**config.mk**
```make
export PLATFORM = sky130hd
export DESIGN_NAME = tzr_ram
export DESIGN_NICKNAME = d
export VERILOG_FILES = /design/src/rtl/tzr_ram.sv
export SDC_FILE = /design/constraint.sdc
export NUM_CORES = 2
export LEC_CHECK = 0
export ABC_AREA = 1
export BUFFER_PORTS_ARGS = -buffer_cell sky130_fd_sc_hd__buf_4
export CORE_AREA = 5 5 370 518
export CTS_BUF_LIST = sky130_fd_sc_hd__clkbuf_2
export DETAILED_ROUTE_END_ITERATION = 6
export DIE_AREA = 0 0 375 523
export PLACE_DENSITY = 0.65
export SKIP_LAST_GASP = 1
export SYNTH_ARGS = -nofsm -noshare
export SYNTH_HDL_FRONTEND = slang
export SYNTH_SLANG_ARGS = --single-unit
```
**constraint.sdc**
```tcl
create_clock -name clk -period 1.8 [get_ports clk]
set_input_delay 0.36 -clock clk [delete_from_list [all_inputs] [get_ports clk]]
set_output_delay 0.36 -clock clk [all_outputs]
set_load 0.02 [all_outputs]
```
**src/rtl/tzr_ram.sv**
```systemverilog
// Generic single-write, single-read RAM with registered read data.
module tzr_ram #(
  parameter int WIDTH = 8,
  parameter int DEPTH = 256
) (
  input  logic                     clk,
  input  logic                     we,
  input  logic [$clog2(DEPTH)-1:0] waddr,
  input  logic [WIDTH-1:0]         wdata,
  input  logic [$clog2(DEPTH)-1:0] raddr,
  output logic [WIDTH-1:0]         rdata
);

  logic [WIDTH-1:0] mem [DEPTH];

  always_ff @(posedge clk) begin
    if (we) begin
      mem[waddr] <= wdata;
    end
    rdata <= mem[raddr];
  end

endmodule

```
# Yosys cells after proc, flatten, opt, wreduce, memory -nomap -nowiden
# Memory sizes are Yosys's and may differ from the RTL's. A register that Yosys moved wholly into a read port is not among the register bits.
# Cells that the tools add are included.
[classes]
add_sub_neg = 0
shifts = 0
magnitude_cmp = 0
n_reduce_logical = 0
n_div = 0
bitwise_logic = 0
n_mux = 2
n_eq_ne = 0
n_mul = 0
[ops]
columns = ["operator", "n"]
rows = [
  ["$mux W1", 2],
]
[word_totals]
output_inout_bits = 8
in_bits = 26
ff_bits = 0
word_cells = 3
ramBits = 2048
rom_bits = 0
memories = 1
latchBits = 0
[memory_table]
columns = ["name", "depth", "width", "rd", "rd_clocked_by_memory_dff", "wr", "line_no", "source"]
rows = [
  ["mem", 256, 8, 1, 1, 1, "14", "logic [WIDTH-1:0] mem [DEPTH];"],
]

# Logic depth before layout (Yosys ltp)
[logic_depth]
ltp_word = 2
ltp_mapped = 15
mapped_depth_nobuf = 11

# Worst setup path after synthesis
# Ideal clock, no wire load.
[synth_timing]
kind = "input to register"
from = "in we"
to = "mem mem[162][0], enable pin"
setup_ns = 0.370
n_path_buf = 2
arrival_ns = 1.481
required_time_ns = 1.430
slack_ns = -0.051
stages = 4
cell_sequence = "clkbuf_1 nand3_1 clkbuf_1 nor2_1"
[synth_via]
elab_chain_cells = 2
[synth_lines]
columns = ["item", "line_no", "source"]
rows = [
  ["start: declaration", "7", "input logic we,"],
  ["$mux W1", "17", "if (we) begin"],
  ["$mux W1 (not written as such)", "18", "mem[waddr] <= wdata;"],
  ["end: declaration", "14", ""],
]
# Every way passes these cells.

# Worst setup path after layout
[layout_timing]
from = "reg rdata[2], read port of mem"
to = "out rdata[2]"
[layout_lines]
columns = ["item", "line_no", "source"]
rows = [
  ["start: declaration", "11", "output logic [WIDTH-1:0] rdata"],
]
# No word-level cell between the ends.

==> results <==
- From synthesis to final layout, the design area changed by 16.4%.
- At the pin with the least slew margin, the transition time is 0.833 ns.
- The final setup skew is 0.117 ns.
- The main combinational cell family by area after synthesis is simple AND/OR/NAND/NOR gates.
- In this run the biggest area consumer among cell types represents 73.7% of the synthesized area.
- The flow ran to the end, but the final reports show violations.
- After detailed routing, the total wire length is 238000 microns.
- Summing the areas of all and, or, nand and nor instances in the mapped netlist gives 22.9% of the synthesized area.
- The headroom to the max-slew limit is 44.3%.
- In this design, the stage delay of the slowest critical-path cell is 0.39 ns.
- Of all nets on the critical path, the largest fanout is 1.
- The placed wire-length estimate after detailed placement is 153000 microns.
- The proportion of power drawn by the clock network is 31.4%.
- Buffers placed on the I/O ports in this run total 33.
- The die is 375 microns wide.
- Dividing the detail-routed via count by the number of cells gives 5.51.
- In this run, the combinational gates consume 8.3% of the power.
- The leakage power summed over all cells is 35.8 nW.
- The largest net degree at the start of global routing is 78.
- Counting every net in the synthesized netlist gives 7029.
- The cell class contributing the biggest share of worst-path delay is flip-flops.
- Data arrives at the worst endpoint at 2.14 ns.
- The internal power consumption is 65.0 mW.
- The residual overflow from global routing is 0.
- The most used flip-flop cell after synthesis is edfxtp_1.
- The total area inside the core boundary comes to 187000 sq um.
- The number of instances in the synthesized netlist is 7003.
- The first detailed-routing pass took 7 iterations.
- After detailed routing, the number of remaining DRC violations is 2.
- Global routing consumed, over all layers together, 23.7% of the routing resources.
- The depth of the CTS H-tree is 5.
- After synthesis, the cell types taking the most area are edfxtp_1, nand3_1, nand2_1, buf_2, nor2_1.
- Of all flip-flops after synthesis, the portion carrying an async set or reset was 0%.
- The count of boundary I/O pins is 34.
- The number of failing hold endpoints at the final stage is 0.
- Once the floorplan was initialized, standard cells occupied 44.7% of the core.
- Summing the areas of all compound-gate instances in the mapped netlist gives 0% of the synthesized area.
- The most frequently used cell type in the post-synthesis netlist is nand2_1.
- Summing the sequential cell areas from Yosys gives 73.9% of the chip area.
- The critical path start-end classification is register to output pin.
- The number of antenna violations at the first check in global routing is 5.
- Counting I/O delays and the setup requirement, the final critical path takes 2.50 ns.
- The final layout contains 7826 nets.
- The flip-flop and latch count after synthesis is 2056.
- Among all stages on the critical path, the largest delay is contributed by dfxtp_2.
- In this run, CTS created clock tree buffers numbering 436.
- Setup repair after global routing could not meet its margin everywhere.
- The clock latency on the worst-skew pair is 1.59 ns.
- Of the cells placed in the final design, the portion with a size suffix greater than 1 is 18.7%.
- The total number of vias is 58500.
- The number of flops mapped to enable cells by yosys is 2048.
- The unique cell type count in the Yosys netlist is 14.
- The maximum clock insertion buffer count is 4.
- Sorting the synthesized cells by how often they occur yields nand2_1, edfxtp_1, nand3_1, nor2_1, buf_2.
- The floorplan die area is 196000 sq um.
- The routability congestion estimate is 0.954.
- The cell area that synthesis handed to floorplanning was 83400 sq um.
- The post-synthesis xor/xnor area fraction is 0%.
- The count of pins over their slew limit is 0.
- The sequential fraction of design power is 60.3%.
- The required time of the critical path is 1.44 ns.
- The total of fill cells in the finished design is 15700.
- edfxtp_1 takes more of the synthesized area than any other cell.
- The global-route wire length before repair is 354000 microns.
- Clock-pin slew was measured on the worst setup and hold paths at 0.12 ns.
- Before CTS, the worst setup slack after placement is -0.858 ns.
- The switching portion of total power is 25.7%.
- The via count of the first global-routing pass came to 57900.
- The signal on the critical path passes through buf_6.
- The power density relative to cell area is 901 nW/um^2.
- The root buffer cell chosen for the clock tree is clkbuf_2.
- The worst hold margin is 0.211 ns.
- TritonCTS built the clock tree.
- IR analysis of the VDD net gives a maximum drop of 0.491 mV.
- The final setup violation count is 8.
- The fraction of the cycle the final worst path needs is 139%.
- Measured against the total synthesized area, the mux share comes to 0%.
- Measured along the y axis, the die boundary spans 523 microns.
- The clock net in this run drives a total of 2056 sinks.
- Counting both buffers and inverters, the worst setup path holds a total of 1.
- For this run, the number of Yosys warnings is 0.
- The iteration-0 DRC count of the detailed router is 6457.
- The kind of start point of the critical path is a register.
- The min-delay analysis places its worst path in the category input pin to register.
- The checks that failed: design-rule violations, negative setup slack.
- The tool flagged a number of max-cap violations equal to 0.
- The post-detailed-route count of antenna-violating nets is 0.
- The floorplan row count is 188.
- Summing the areas of all fa, ha and maj instances in the mapped netlist gives 0% of the synthesized area.
- Summed over all nets, the switching power comes to 22.5 mW.
- The sort of element at the end of the critical path is an output pin.
- In the post-route analysis, the smallest setup slack over all paths is -0.702 ns.
- In this run the cell area measured after placement is 92400 sq um.
- Summing all non-filler instances in the final layout gives an area of 97100 sq um.
- In this run the mean area of a mapped cell was 11.9 sq um.
- The post-detailed-route wirelength per cell is 22.4 microns.
- The maximum operating frequency is 400 MHz.
## path summary, 6_finish.rpt
path / from / to / slack [ns] / cells past startpoint
min: waddr[1] / mem[151][1] / 0.21 / 7
max reg2reg: mem[249][6] / rdata[6] / 0.05 / 10
max: rdata[2] / rdata[2] / -0.70 / 1
min reg2reg: mem[68][0] / rdata[0] / 0.93 / 10
## flip-flops by register name (all words and copies together), names as in the netlist
signal  cells
mem      2048
rdata       8
## area by class of cell
cell class,count,area (sq um),area share [%]
clock inverters,146,724,0.746
inverters,39,180,0.186
clock buffers,627,3140,3.23
diodes,9,22.5,0.0232
repair buffers,842,8930,9.20
multi-input cells,4425,19300,19.9
flip-flops and latches,2056,61700,63.5
well taps,2470,3090,3.18
## kinds of logic after synthesis
logic type	after synthesis
buffers and inverters	522
AND/OR/NAND/NOR	4425
flip-flops	2056
## per-stage QoR
stage / power [mW] / instances / utilization [%] / setup TNS, ns
floorplan: 57.1 / 7003 / - / -10.53
global placement: 60.8 / 9783 / 49.5 / -87.75
detailed placement: 60.9 / 9783 / 49.5 / -92.53
CTS: 88.1 / 10600 / 52.0 / -9.25
global route: 91.2 / 10600 / 52.0 / -6.26
finish: 87.5 / 10600 / 52.0 / -5.26
## per-layer routing
metal	track usage [%]	vias up	wire, microns
met3	4.02	660	18700
met4	14.5	2	15900
met1	28.5	28300	85800
met2	40.2	2807	118000
met5	0	-	20
li1	-	26700	-
## power by group through the flow
| stage | registers (mW) | logic [mW] | clock network, mW |
|---|---|---|---|
| 2_1_floorplan | 53.8 | 3.26 | 0 |
| 3_3_place_gp | 53.8 | 6.98 | 0 |
| 3_5_place_dp | 53.8 | 7.07 | 0 |
| 4_1_cts | 52.7 | 7.26 | 28.1 |
| 5_1_grt | 52.8 | 7.79 | 30.6 |
| 6_report | 52.7 | 7.30 | 27.4 |
## timing repair
action                      CTS  global route
hold endpoints to repair   4104             0
hold buffers                 51             0
cloned                        0             0
gates resized for setup      39            25
pin swaps                     0             0
setup endpoints to repair    15           244
setup buffers                 0             0
## placed cells by master (no fill, tap or decap), types with 5 or more instances in the layout
cell	instances
nand2_1	2121
edfxtp_1	2048
nand3_1	1988
clkbuf_2	627
buf_4	589
nor2_1	282
buf_12	184
clkinv_1	99
dlygate4sd3_1	43
clkinv_2	34
inv_1	33
nand3_2	29
buf_8	13
diode_2	9
buf_6	9
clkinvlp_4	5
dfxtp_4	5
(Power assumes the default switching activity.)
