`src/rtl/tzr_pkg.sv`:
```
// Shared types and constants of the triangle rasterizer with depth store.
package tzr_pkg;

  localparam logic [1:0] CMD_DRAW = 2'd0;
  localparam logic [1:0] CMD_READ = 2'd1;

  localparam logic [1:0] ST_DRAWN   = 2'd0;
  localparam logic [1:0] ST_CULLED  = 2'd1;
  localparam logic [1:0] ST_READ    = 2'd2;
  localparam logic [1:0] ST_CLEARED = 2'd3;

  localparam logic CFG_WIDTH  = 1'b0;
  localparam logic CFG_HEIGHT = 1'b1;

  localparam int DIV_W = 50;
  localparam int QUO_W = 49;

  localparam logic [5:0] INV_STEPS  = 6'd33;
  localparam logic [5:0] FRAC_STEPS = 6'd16;
  localparam logic [5:0] DEP_STEPS  = 6'd49;

  localparam logic [16:0] UV_ONE = 17'h10000;
  localparam logic [23:0] Z_MAX  = 24'hFFFFFF;

  typedef struct packed {
    logic       start;
    logic       lead;
    logic [5:0] steps;
  } div_ctl_t;

  typedef struct packed {
    logic [23:0] depth;
    logic [16:0] u;
    logic [16:0] v;
  } entry_t;

endpackage

```
`src/rtl/tzr_div.sv`:
```
// Shared restoring divider, one quotient bit per cycle.
module tzr_div
  import tzr_pkg::*;
(
  input  logic             clk,
  input  logic             rst_n,
  input  div_ctl_t         ctl,
  input  logic [DIV_W-1:0] num,
  input  logic [DIV_W-1:0] den,
  output logic             done,
  output logic [QUO_W-1:0] quo
);

  logic [DIV_W-1:0] rem_r;
  logic [DIV_W-1:0] den_r;
  logic [QUO_W-1:0] dvd_r;
  logic [QUO_W-1:0] quo_r;
  logic [5:0]       cnt_r;
  logic             busy_r;
  logic             done_r;
  logic [DIV_W:0]   trial;
  logic             ge;

  assign trial = {rem_r, dvd_r[QUO_W-1]};
  assign ge    = trial >= {1'b0, den_r};

  always_ff @(posedge clk) begin
    if (!rst_n) begin
      busy_r <= 1'b0;
      done_r <= 1'b0;
      cnt_r  <= '0;
    end else begin
      done_r <= 1'b0;
      if (ctl.start) begin
        rem_r  <= num;
        den_r  <= den;
        dvd_r  <= {ctl.lead, {(QUO_W-1){1'b0}}};
        quo_r  <= '0;
        cnt_r  <= ctl.steps;
        busy_r <= 1'b1;
      end else if (busy_r) begin
        rem_r <= ge ? DIV_W'(trial - {1'b0, den_r}) : trial[DIV_W-1:0];
        quo_r <= {quo_r[QUO_W-2:0], ge};
        dvd_r <= {dvd_r[QUO_W-2:0], 1'b0};
        cnt_r <= cnt_r - 6'd1;
        if (cnt_r == 6'd1) begin
          busy_r <= 1'b0;
          done_r <= 1'b1;
        end
      end
    end
  end

  assign done = done_r;
  assign quo  = quo_r;

endmodule

```
`config.mk`:
```
export PLATFORM = sky130hd
export DESIGN_NAME = tzr_div
export DESIGN_NICKNAME = d
export VERILOG_FILES = /design/src/rtl/tzr_pkg.sv /design/src/rtl/tzr_div.sv
export SDC_FILE = /design/constraint.sdc
export NUM_CORES = 1
export LEC_CHECK = 0
export ABC_AREA = 1
export ABC_CLOCK_PERIOD_IN_PS = 13900
export BUFFER_PORTS_ARGS = -buffer_cell sky130_fd_sc_hd__buf_4
export CAP_MARGIN = 0
export CORE_MARGIN = 1
export CORE_UTILIZATION = 55
export DETAILED_ROUTE_END_ITERATION = 16
export HOLD_SLACK_MARGIN = 0.06
export PLACE_DENSITY = 0.78
export SYNTH_ARGS = -nofsm -noshare
export SYNTH_HDL_FRONTEND = slang
export SYNTH_SLANG_ARGS = --single-unit
```
`constraint.sdc`:
```
create_clock -name clk -period 13.9 [get_ports clk]
set_input_delay 1.39 -clock clk [delete_from_list [all_inputs] [get_ports clk]]
set_output_delay 1.39 -clock clk [all_outputs]
set_load 0.1 [all_outputs]
```
* Yosys cells after proc, flatten, opt, wreduce, memory -nomap -nowiden *
Cells that the tools add are included.
W data, S select, Z words.

storage, ports and cells
  register bits after elaboration = 205
  word-level logic and storage cells = 30

operators by class
  equality and inequality tests = 1
  add/sub/neg operators = 2
  reductions and logical operators = 4
  $lt $le $gt $ge = 1
  muxes and demuxes = 12
  bitwise operators = 2

operator list
  kind                   count
  $mux W50               3
  $mux W49               3
  $ge A51 B50 Y1         1
  $sub A50 B50 Y50       1
  $mux W6                2
  $eq A6 B1 Y1 const B   1
  $sub A6 B1 Y6 const B  1
  $mux W1                4
  $reduce_and A2 Y1      2
  $reduce_or A3 Y1       1
  $not A1 Y1             2
  $reduce_bool A2 Y1     1

* Depth between registers and ports, before layout *
Gate-level depths: netlist of the first run.

  depth after elaboration = 4
  depth in mapped cells = 17

* Worst setup path after synthesis of the first run *
Ideal clock, no wire load.

  kind = input to register
  start = input port ctl[7] (netlist name)
  end = register dvd_r[48], enable pin
  arrival time = 6.002 ns
  library setup time = 0.561 ns
  data required time = 13.339 ns
  stages = 3
  setup slack = 7.337 ns
  buffers on the path = 1
  cell sequence = clkbuf_1 nor2_1 nor2_1

on the way
  word-level cells in the longest chain between the ends = 2

ends and longest elaborated chain
  item                          line           text
  from (decl)                   tzr_div.sv:7   input div_ctl_t ctl,
  $reduce_bool A2 Y1 (no line)  -
  $reduce_and A2 Y1 (no line)   -
  to (signal assigned)          tzr_div.sv:37  dvd_r <= {ctl.lead, {(QUO_W-1){1'b0}}};
  to (signal assigned)          tzr_div.sv:44  dvd_r <= {dvd_r[QUO_W-2:0], 1'b0};
  to (decl)                     tzr_div.sv:16  logic [QUO_W-1:0] dvd_r;

No other way between the ends.
A chain may end at the register's enable or synchronous reset.

* Worst setup path after layout of the first run *
  start = register rem_r[43]
  end = register rem_r[33] (data pin)

on the way
  word-level cells in the longest chain between the ends = 4

ends and longest elaborated chain
  item                    line           text
  from (decl)             tzr_div.sv:14  logic [DIV_W-1:0] rem_r;
  from (signal assigned)  tzr_div.sv:35  rem_r <= num;
  from (signal assigned)  tzr_div.sv:42  rem_r <= ge ? DIV_W'(trial - {1'b0, den_r}) : trial[DIV_W-1:0];
  $ge A51 B50 Y1          tzr_div.sv:25  assign ge = trial >= {1'b0, den_r};
  $mux W50                tzr_div.sv:42
  $mux W50                tzr_div.sv:41  end else if (busy_r) begin
  $mux W50                tzr_div.sv:34  if (ctl.start) begin

No other way between the ends. The select of a mux whose other input is x is not followed.

==> results_dict.tcl, run 1 <==
set metrics [dict create \
    status "finished, final reports clean" \
    rows 51 \
    nets 1917 \
    ant_nets 0 \
    route.vias.total 10282 \
    final_common_cell "nand2_1" \
    ys_types 34 \
    power.density_nw_per_um2 119 \
    crit_type "flip-flop to flip-flop" \
    via_per_inst 5.06 \
    antenna_found_initial 0 \
    final_cell_area_um2 13200 \
    wl_per_cell_um 15.4 \
    clock_skew_ns 0.0196 \
    place_congestion 0.997 \
    tns_ns 0 \
    cts.hold.buffers_added 0 \
    yosysTopAreaCell "edfxtp_1" \
    cts_tree "yes" \
    placed_area_um2 12600 \
    worst_pin_slew_ns 1.17 \
    rsz0062_at_grt "no" \
    synth_area_per_cell_um2 6.99 \
    clock-sinks 158 \
    ff2ff_path_depth 12 \
    syn_area_um2 11200 \
    start_util 0.567 \
    grt_pass1_vias 9548 \
    hold_viol 0 \
    synthesis.nets 1762 \
    grt_pass1_wl_um 48700 \
    cp-endpoint "rem_r[33]$_DFFE_PP_" \
    ys_async_sr_fraction 0 \
    hpwl_um 24100 \
    fin_crit_ns 3.55 \
    clk_latency_ns 0.44 \
    dieArea_um2 20900 \
    die_h_um 145 \
    syn_to_final_growth_pct 18.0 \
    dp_cells 2000 \
    io_pins 160 \
    fp.dieW_um 145 \
    yosysSeqAreaShare 0.417 \
    drc_errors 0 \
    clk_pin_slew_ns 0.08 \
    grt_start_max_net_pins 82 \
    setup_violations 0 \
    ctsHtreeMaxLevel 4 \
    ir_drop_v 0.0000944 \
    gr-usage-all-layers 0.312 \
    end_kind "flip-flop" \
    drive_gt1_frac 0.119 \
    final-max-slew-violation-count 0 \
    finalNonFillerCells 2032 \
    synth_area_leaders "edfxtp_1 40%, nand2_1 21%, inv_1 11%, ha_1 5.8%, nor2_1 5.0%" \
    fillers 1767 \
    slew_headroom 0.220 \
    synth_edf_count 150 \
    final_cell_mix "630 x nand2_1, 329 x inv_1, 165 x buf_4, 150 x edfxtp_1, 148 x nor2_1" \
    maxCapViolCount 0 \
    synth-main-ff-cell "edfxtp_1" \
    worstHoldPathType "flip-flop to flip-flop" \
    first_iter_violations 719 \
    cts-root-buf "clkbuf_16" \
    coreArea_um2 19700 \
    yosysTopAreaCellShare 0.403 \
    postCtsSetupBuffers 0 \
    reg2reg_from "rem_r[43]$_DFFE_PP_" \
    drt-total-wl_um 31400 \
    reg2reg_slack_ns 10.35 \
    io_buffers 159 \
    arrival_ns 3.73 \
    netlist_instances 1599 \
    grt_overflow 0 \
    crit_fanout 51 \
    cts_resized 0 \
    diodes 0 \
    start_kind "flip-flop" \
    yosys_warnings 0 \
    critical_path_required_ns 14.09 \
    p_leak_uw 0.00700 \
    critical_path.startpoint "rem_r[43]$_DFFE_PP_" \
    numCtsBuffers 17 \
    r2r_end "rem_r[33]$_DFFE_PP_" \
    synth-seq-cells 158 \
    clk_path_buf_depth 2 \
    post-route-period-util 0.255 \
    first_pass_iters 6 \
    fmax_mhz 282 \
]
registers in the layout (all words and copies together), names as in the netlist:
signal and count:
den_r 50, rem_r 50, quo 49, cnt_r 6, busy_r 1, done 1
dvd_r 1
power breakdown:
part	total [uW]	internal, uW	switching [uW]
combinational	518	166	352
sequential	587	570	17.4
clock	468	239	230
metal layers:
metal	up-vias	wire, um	part of all wire	GRT usage
met2	378	14100	0.45	0.501
met5	-	0	0	0
met1	4647	14200	0.45	0.421
met3	43	2630	0.084	0.0732
li1	5214	-	-	-
met4	0	481	0.015	0.0792
cell usage after synthesis (all sizes together) (7+ instances only):
library cell and count:
a21oi 27, buf 10, clkbuf 19, dfxtp 8, edfxtp 150, ha 52
inv 331, nand2 632, nand3 100, nand3b 42, nand4 12, nor2 153
nor3 11, o21ai 7, xnor2 22
how the worst min path moves through the flow:
stage | startpoint | end | cells past startpoint
6_report | cnt_r[5]$_SDFFE_PN0N_ | cnt_r[5]$_SDFFE_PN0N_ | 2
5_1_grt | cnt_r[4]$_SDFFE_PN0N_ | cnt_r[4]$_SDFFE_PN0N_ | 2
4_1_cts | cnt_r[5]$_SDFFE_PN0N_ | cnt_r[5]$_SDFFE_PN0N_ | 2
3_5_place_dp | cnt_r[5]$_SDFFE_PN0N_ | cnt_r[5]$_SDFFE_PN0N_ | 2
3_3_place_gp | cnt_r[4]$_SDFFE_PN0N_ | cnt_r[4]$_SDFFE_PN0N_ | 2
2_1_floorplan | cnt_r[4]$_SDFFE_PN0N_ | cnt_r[4]$_SDFFE_PN0N_ | 2
worst max-delay path, stage by stage, from the launching register on:
cell	delay [ns]
edfxtp_1	0.43
ha_1	0.39
a21oi_1	0.29
o21bai_1	0.13
a21oi_1	0.21
nand3_1	0.15
nor2_4	0.11
buf_4	0.37
nand2_4	0.48
nand2_4	0.41
nand2_1	0.09
nand2_1	0.11
nand2_1	0.06
cells by family (layout without fill, tap and decap cells):
logic type / count (synthesis) / count (layout) / share of synthesized area
fa+ha+maj: 53 / 53 / 0.0600
flops: 158 / 158 / 0.417
xor+xnor: 26 / 26 / 0.0204
buf+inv: 361 / 529 / 0.123
simple gates: 957 / 957 / 0.357
compound gates: 44 / 44 / 0.0218
metrics by stage:
stage                     hold slack, ns   util  total power, uW  setup WS (ns)
final                              0.493  0.669             1570          10.35
after global routing               0.528  0.669             1650          10.21
after CTS                          0.496  0.669             1570          10.45
after detailed placement           0.484  0.640             1110          10.25
after global placement             0.487  0.640             1100          10.30
after floorplan                    0.462      -              967           7.34
final cells by class:
cell class	instances	area (um^2)	area share
Clock inverter	15	144	0.0109
Timing Repair Buffer	165	1240	0.0939
Multi-Input combinational cell	1080	5140	0.390
Sequential cell	158	4660	0.353
Tap cell	265	332	0.0251
Clock buffer	17	425	0.0322
Inverter	332	1250	0.0944
(Power assumes the default switching activity.)
==> run 2: changes to the inputs <==
ABC_AREA = 0   (was 1)
ABC_CLOCK_PERIOD_IN_PS = 3500   (was 13900)
PLACE_DENSITY = 0.79   (was 0.78)
clock period = 3.5 ns   (was 13.9 ns; I/O delays follow)
==> run 2 against run 1 <==
  * Final cell count fell by 37%
  * Setup slack lost 10 ns
  * Critical endpoint is now rem_r[24]$_DFFE_PP_
  * Core utilization increased by 3.2 points
  * Global-route usage is 5.5 points lower
  * Sequential share of layout area rose by 4.3 points
  * Non-clock buffer count up 16
  * Routed wire length shrank 28%
==> results_dict.tcl, run 2 <==
set metrics [dict create \
    reg2reg_slack_ns 0.11 \
    synth_top_family_by_area "simple AND/OR/NAND/NOR gates" \
    synthesis.nets 1042 \
    fin_crit_ns 3.39 \
    yosysTopAreaCellShare 0.471 \
    placed_area_um2 11000 \
    synth-main-ff-cell "edfxtp_1" \
    postLayoutCoreUtil 0.701 \
    crit_type "flip-flop to flip-flop" \
    rsz0062_at_grt "yes" \
    drt-total-wl_um 22500 \
    post-route-period-util 0.968 \
    slew_headroom 0.514 \
    ctsHtreeMaxLevel 4 \
    yosysTopAreaCell "edfxtp_1" \
    grt_overflow 0 \
    final_cell_area_um2 11800 \
    worstHoldPathType "input port to flip-flop" \
    yosys_warnings 0 \
    syn_area_um2 9560 \
    ff2ff_path_depth 12 \
    critical_path_required_ns 3.69 \
    synth_area_leaders "edfxtp_1 47%, ha_1 6.8%, mux2_2 5.4%, nor2b_1 4.0%, a21oi_1 3.7%" \
    final-max-slew-violation-count 0 \
    power.density_nw_per_um2 528 \
    clock-sinks 158 \
    synth_compound_area_frac 0.138 \
    clk_pin_slew_ns 0.08 \
    place_congestion 0.957 \
    netlist_instances 879 \
    dieArea_um2 17900 \
    start_kind "flip-flop" \
    first_pass_iters 5 \
    nets 1204 \
    synth-seq-cells 158 \
    yosysSeqAreaShare 0.488 \
    synth.most_common_cell "edfxtp_1" \
    min_path_cells 1 \
    wl_per_cell_um 17.6 \
    ys_async_sr_fraction 0 \
    hpwl_um 15900 \
    maxCapViolCount 0 \
    path_buf_inv 1 \
    status "finished, final reports clean" \
    ant_nets 0 \
    clk_path_buf_depth 2 \
    hold_viol 0 \
    clock_skew_ns 0.0144 \
    route.vias.total 7375 \
    setup_violations 0 \
    start_util 0.571 \
    yosys-top-cells-count "150 x edfxtp_1, 70 x a21oi_1, 67 x inv_1" \
    muxShareOfSynthArea 0.0737 \
    r2r_end "rem_r[24]$_DFFE_PP_" \
    fmax_mhz 295 \
    power_uw 6200 \
    ys_types 64 \
    final_cell_mix "176 x buf_4, 150 x edfxtp_1, 69 x a21oi_1, 67 x inv_1, 61 x nor2b_1" \
    fp.dieW_um 134 \
    synth_fa_ha_area_frac 0.0701 \
    pre_cts_ws_ns 0.0522 \
    critical-path-top-delay-family "compound AO/OA/AOI/OAI gates" \
    holdPathEnd "den_r[11]$_DFFE_PP_" \
    end_kind "flip-flop" \
    first_iter_violations 542 \
    drive_gt1_frac 0.269 \
    via_per_inst 5.79 \
    cpMostUsedCell "mux2_2" \
    io_pins 160 \
    syn_to_final_growth_pct 22.9 \
    postCtsSetupBuffers 0 \
    drc_errors 0 \
    worst_pin_slew_ns 0.730 \
    synth-xor-area-share 0.0412 \
    grt_start_max_net_pins 55 \
    arrival_ns 3.58 \
    hold_start "den[11]" \
    rows 47 \
    crit_fanout 4 \
    grt_pass1_wl_um 35800 \
    clk_latency_ns 0.44 \
    cts_tree "yes" \
    gr-usage-all-layers 0.257 \
    numCtsBuffers 17 \
    io_buffers 159 \
    crit_chain "inv_1, ha_1, fa_1, nand2b_1, a211oi_2, nor3_1, o31ai_2, a21boi_0, o21ai_0, xor2_1, mux2_2, mux2_2" \
    yosys.area_share.simple 0.141 \
    final_common_cell "buf_4" \
    cts.hold.buffers_added 0 \
    coreArea_um2 16800 \
    cts-root-buf "clkbuf_16" \
    fin_ws_ns 0.111 \
    synth_area_per_cell_um2 10.9 \
    p_leak_uw 0.00485 \
    critPathMaxStageDelay_ns 0.56 \
    grt_pass1_vias 7158 \
    synth_edf_count 150 \
    reg2reg_from "dvd_r[48]$_DFFE_PP_" \
    crit_slowest_cell "nor3_1" \
    die_h_um 134 \
    ir_drop_v 0.000356 \
    diodes 0 \
    antenna_found_initial 0 \
]
[run 2: cell count changes after synthesis, moves of 41 or more]
cell      delta
a21oi_1     +44
inv_1      -263
mux2_2      +46
nand2_1    -577
nand3_1     -80
nand3b_1    -41
nor2_1     -115
nor2b_1     +61
[run 2: stage by stage]
stage	TNS, ns	instances	hold WS, ns
floorplan	0	879	0.449
global placement	0	1241	0.528
detailed placement	0	1241	0.529
CTS	0	1273	0.0729
global route	-0.0638	1274	0.0656
finish	0	1274	0.0807
[run 2: power breakdown]
group          internal (uW)  switching (uW)  total [uW]
clock network           1050             911        1960
logic                    788            1110        1900
registers               2270            74.7        2350
[run 2: logic make-up (layout without fill, tap and decap cells)]
group / after synthesis / in the layout
fa+ha+maj: 53 / 53
simple gates: 252 / 252
mux: 63 / 63
xor+xnor: 45 / 45
compound gates: 203 / 203
flops: 158 / 158
buf+inv: 105 / 280
[run 2: area by class of cell]
class	instances	area, um^2
Sequential cell	158	4660
Inverter	67	251
Tap cell	220	275
Clock inverter	15	201
Timing Repair Buffer	181	1430
Clock buffer	17	425
Fill cell	1282	5010
Multi-Input combinational cell	616	4510
[run 2: per-layer routing]
layer,vias to the layer above,global-route usage,part of all wire
met5,-,0,0
met3,26,0.0503,0.068
li1,3548,-,-
met2,264,0.412,0.47
met4,0,0.0814,0.015
met1,3537,0.351,0.45
[run 2: worst max path at each step]
| stage | start | end | slack (ns) | depth (start not counted) |
|---|---|---|---|---|
| 2_1_floorplan | rem_r[15]$_DFFE_PP_ | rem_r[20]$_DFFE_PP_ | 0.24 | 13 |
| 3_3_place_gp | dvd_r[48]$_DFFE_PP_ | rem_r[24]$_DFFE_PP_ | 0.07 | 12 |
| 3_5_place_dp | dvd_r[48]$_DFFE_PP_ | rem_r[48]$_DFFE_PP_ | 0.05 | 12 |
| 4_1_cts | dvd_r[48]$_DFFE_PP_ | rem_r[48]$_DFFE_PP_ | 0.005 | 12 |
| 5_1_grt | dvd_r[48]$_DFFE_PP_ | rem_r[22]$_DFFE_PP_ | -0.03 | 12 |
| 6_report | dvd_r[48]$_DFFE_PP_ | rem_r[24]$_DFFE_PP_ | 0.11 | 12 |
[run 2: repair_timing]
action / CTS / global route
hold endpoints to repair: 0 / 0
endpoints found under the setup margin: 0 / 40
gates resized for setup: 0 / 15
==> run 3: changes to the inputs <==
CORE_UTILIZATION = 45   (was 55)
PLACE_DENSITY = 0.67   (was 0.79)
==> run 3 against run 2 <==
  * Critical path depth shrank 1
  * Core utilization fell by 13 points
  * Register-to-register slack gained 0.04 ns
  * Clock power is 4% lower
  * Largest cell class unchanged
  * Combinational power hardly changed
  * Worst hold slack improved by 0.013 ns
==> results_dict.tcl, run 3 (synthesized netlist as in run 2, its figures left out) <==
set metrics [dict create \
    cts_tree "yes" \
    final_cell_mix "176 x buf_4, 150 x edfxtp_1, 69 x a21oi_1, 67 x inv_1, 61 x nor2b_1" \
    hpwl_um 16200 \
    r2r_end "rem_r[16]$_DFFE_PP_" \
    wl_per_cell_um 17.0 \
    p_leak_uw 0.00483 \
    power.density_nw_per_um2 520 \
    start_kind "flip-flop" \
    io_pins 160 \
    drt-total-wl_um 22500 \
    via_per_inst 5.41 \
    min_path_cells 1 \
    nets 1204 \
    fmax_mhz 299 \
    ir_drop_v 0.000323 \
    ctsHtreeMaxLevel 4 \
    fillers 1837 \
    cts-root-buf "clkbuf_16" \
    multi_input_area_um2 4490 \
    numCtsBuffers 17 \
    coreArea_um2 20600 \
    syn_to_final_growth_pct 23.1 \
    worst_pin_slew_ns 0.646 \
    first_iter_violations 503 \
    met2_wirelength_um 10500 \
    reg2reg_from "rem_r[29]$_DFFE_PP_" \
    critPathMaxStageDelay_ns 0.40 \
    gr-usage-all-layers 0.213 \
    diodes 0 \
    arrival_ns 3.53 \
    drive_gt1_frac 0.266 \
    holdPathEnd "den_r[2]$_DFFE_PP_" \
    place_congestion 0.883 \
    route.vias.total 7157 \
    crit_type "flip-flop to flip-flop" \
    hold_viol 0 \
    wl_met3_um 1290 \
    dieArea_um2 21800 \
    final_common_cell "buf_4" \
    wl_met1_um 10500 \
    rows 52 \
    hold_slack_ns 0.0933 \
    crit_fanout 28 \
    antenna_found_initial 0 \
    die_h_um 148 \
    postCtsSetupBuffers 0 \
    clock-sinks 158 \
    clk_path_buf_depth 2 \
    start_util 0.465 \
    slew_headroom 0.568 \
    worstHoldPathType "input port to flip-flop" \
    ant_nets 0 \
    tns_ns 0 \
    fin_ws_ns 0.155 \
    rsz0062_at_grt "no" \
    fp.dieW_um 148 \
    crit_chain "ha_1, a21oi_1, o21ai_0, a221o_1, a21oi_1, and2_1, a211oi_4, or2_2, buf_12, mux2_1, mux2_2" \
    maxCapViolCount 0 \
    highest_layer "met4" \
    fin_crit_ns 3.34 \
    drc_errors 0 \
    end_kind "flip-flop" \
    clk_latency_ns 0.43 \
    reg2reg_slack_ns 0.16 \
    cpMostUsedCell "a21oi_1" \
    crit_slowest_cell "ha_1" \
    post-route-period-util 0.956 \
    grt_start_max_net_pins 115 \
    status "finished, final reports clean" \
    grt_overflow 0 \
    hold_start "den[2]" \
    grt_pass1_vias 7248 \
    cts.hold.buffers_added 0 \
    pre_cts_ws_ns 0.137 \
    ff_latch_area_um2 4660 \
    setup_violations 0 \
    io_buffers 159 \
    final-max-slew-violation-count 0 \
    clk_pin_slew_ns 0.07 \
    clock_skew_ns 0.00772 \
    ff2ff_path_depth 11 \
    critical_path_required_ns 3.68 \
    grt_pass1_wl_um 36600 \
    first_pass_iters 5 \
]
## run 3: cell types whose count changed in the layout (fill, tap and decap cells not counted), sizes merged
cell and change:
buf +1, clkinv +3, bufinv -1, clkbuf -1, inv -2
## run 3: metal layers
| layer | vias to the layer above | track usage |
|---|---|---|
| met5 | - | 0 |
| met3 | 19 | 0.0435 |
| met4 | 0 | 0.0515 |
| met2 | 207 | 0.340 |
| met1 | 3396 | 0.297 |
| li1 | 3535 | - |
## run 3: where the power goes
group / total (uW) / internal (uW) / leakage (uW) / switching [uW]
Sequential: 2350 / 2270 / 0.00150 / 74.1
Combinational: 1880 / 782 / 0.00303 / 1100
Clock: 1890 / 974 / 0.000292 / 921
## run 3: cell type report
| cell class | count | area share |
|---|---|---|
| sequential | 158 | 0.396 |
| multi-input combinational | 616 | 0.381 |
| timing repair buffer | 181 | 0.121 |
| clock buffer | 17 | 0.0361 |
| tap | 270 | 0.0287 |
| inverter | 67 | 0.0214 |
| clock inverter | 15 | 0.0153 |
## run 3: through the flow
step	utilization	power, uW	area [um^2]	cells
after floorplan	-	3760	9570	879
after global placement	0.541	4210	11100	1292
after detailed placement	0.541	4240	11100	1292
after CTS	0.570	6140	11700	1324
after global routing	0.572	6430	11800	1324
final	0.572	6120	11800	1324
## run 3: what timing repair did
| item | in CTS | in global routing |
|---|---|---|
| endpoints found under the setup margin | 0 | 24 |
| endpoints found under the hold margin | 0 | 0 |
| resized for setup | 0 | 11 |
## run 3: how the worst max path moves through the flow
stage	end	from	slack [ns]	depth (start not counted)
global placement	rem_r[22]$_DFFE_PP_	rem_r[15]$_DFFE_PP_	0.20	11
global route	rem_r[19]$_DFFE_PP_	rem_r[29]$_DFFE_PP_	0.0004	11
detailed placement	rem_r[16]$_DFFE_PP_	rem_r[29]$_DFFE_PP_	0.14	11
floorplan	rem_r[20]$_DFFE_PP_	rem_r[15]$_DFFE_PP_	0.24	13
CTS	rem_r[5]$_DFFE_PP_	rem_r[12]$_DFFE_PP_	0.14	11
finish	rem_r[16]$_DFFE_PP_	rem_r[29]$_DFFE_PP_	0.16	11
## run 3: worst max-delay path: cells and delay by family (launching register included)
kind	cells	cell delay, ns
multiplexers	2	0.58
buffers and inverters	1	0.19
AND/OR/NAND/NOR	2	0.57
flip-flops	1	0.39
adder cells (fa/ha/maj)	1	0.40
AO/OA/AOI/OAI	5	0.98
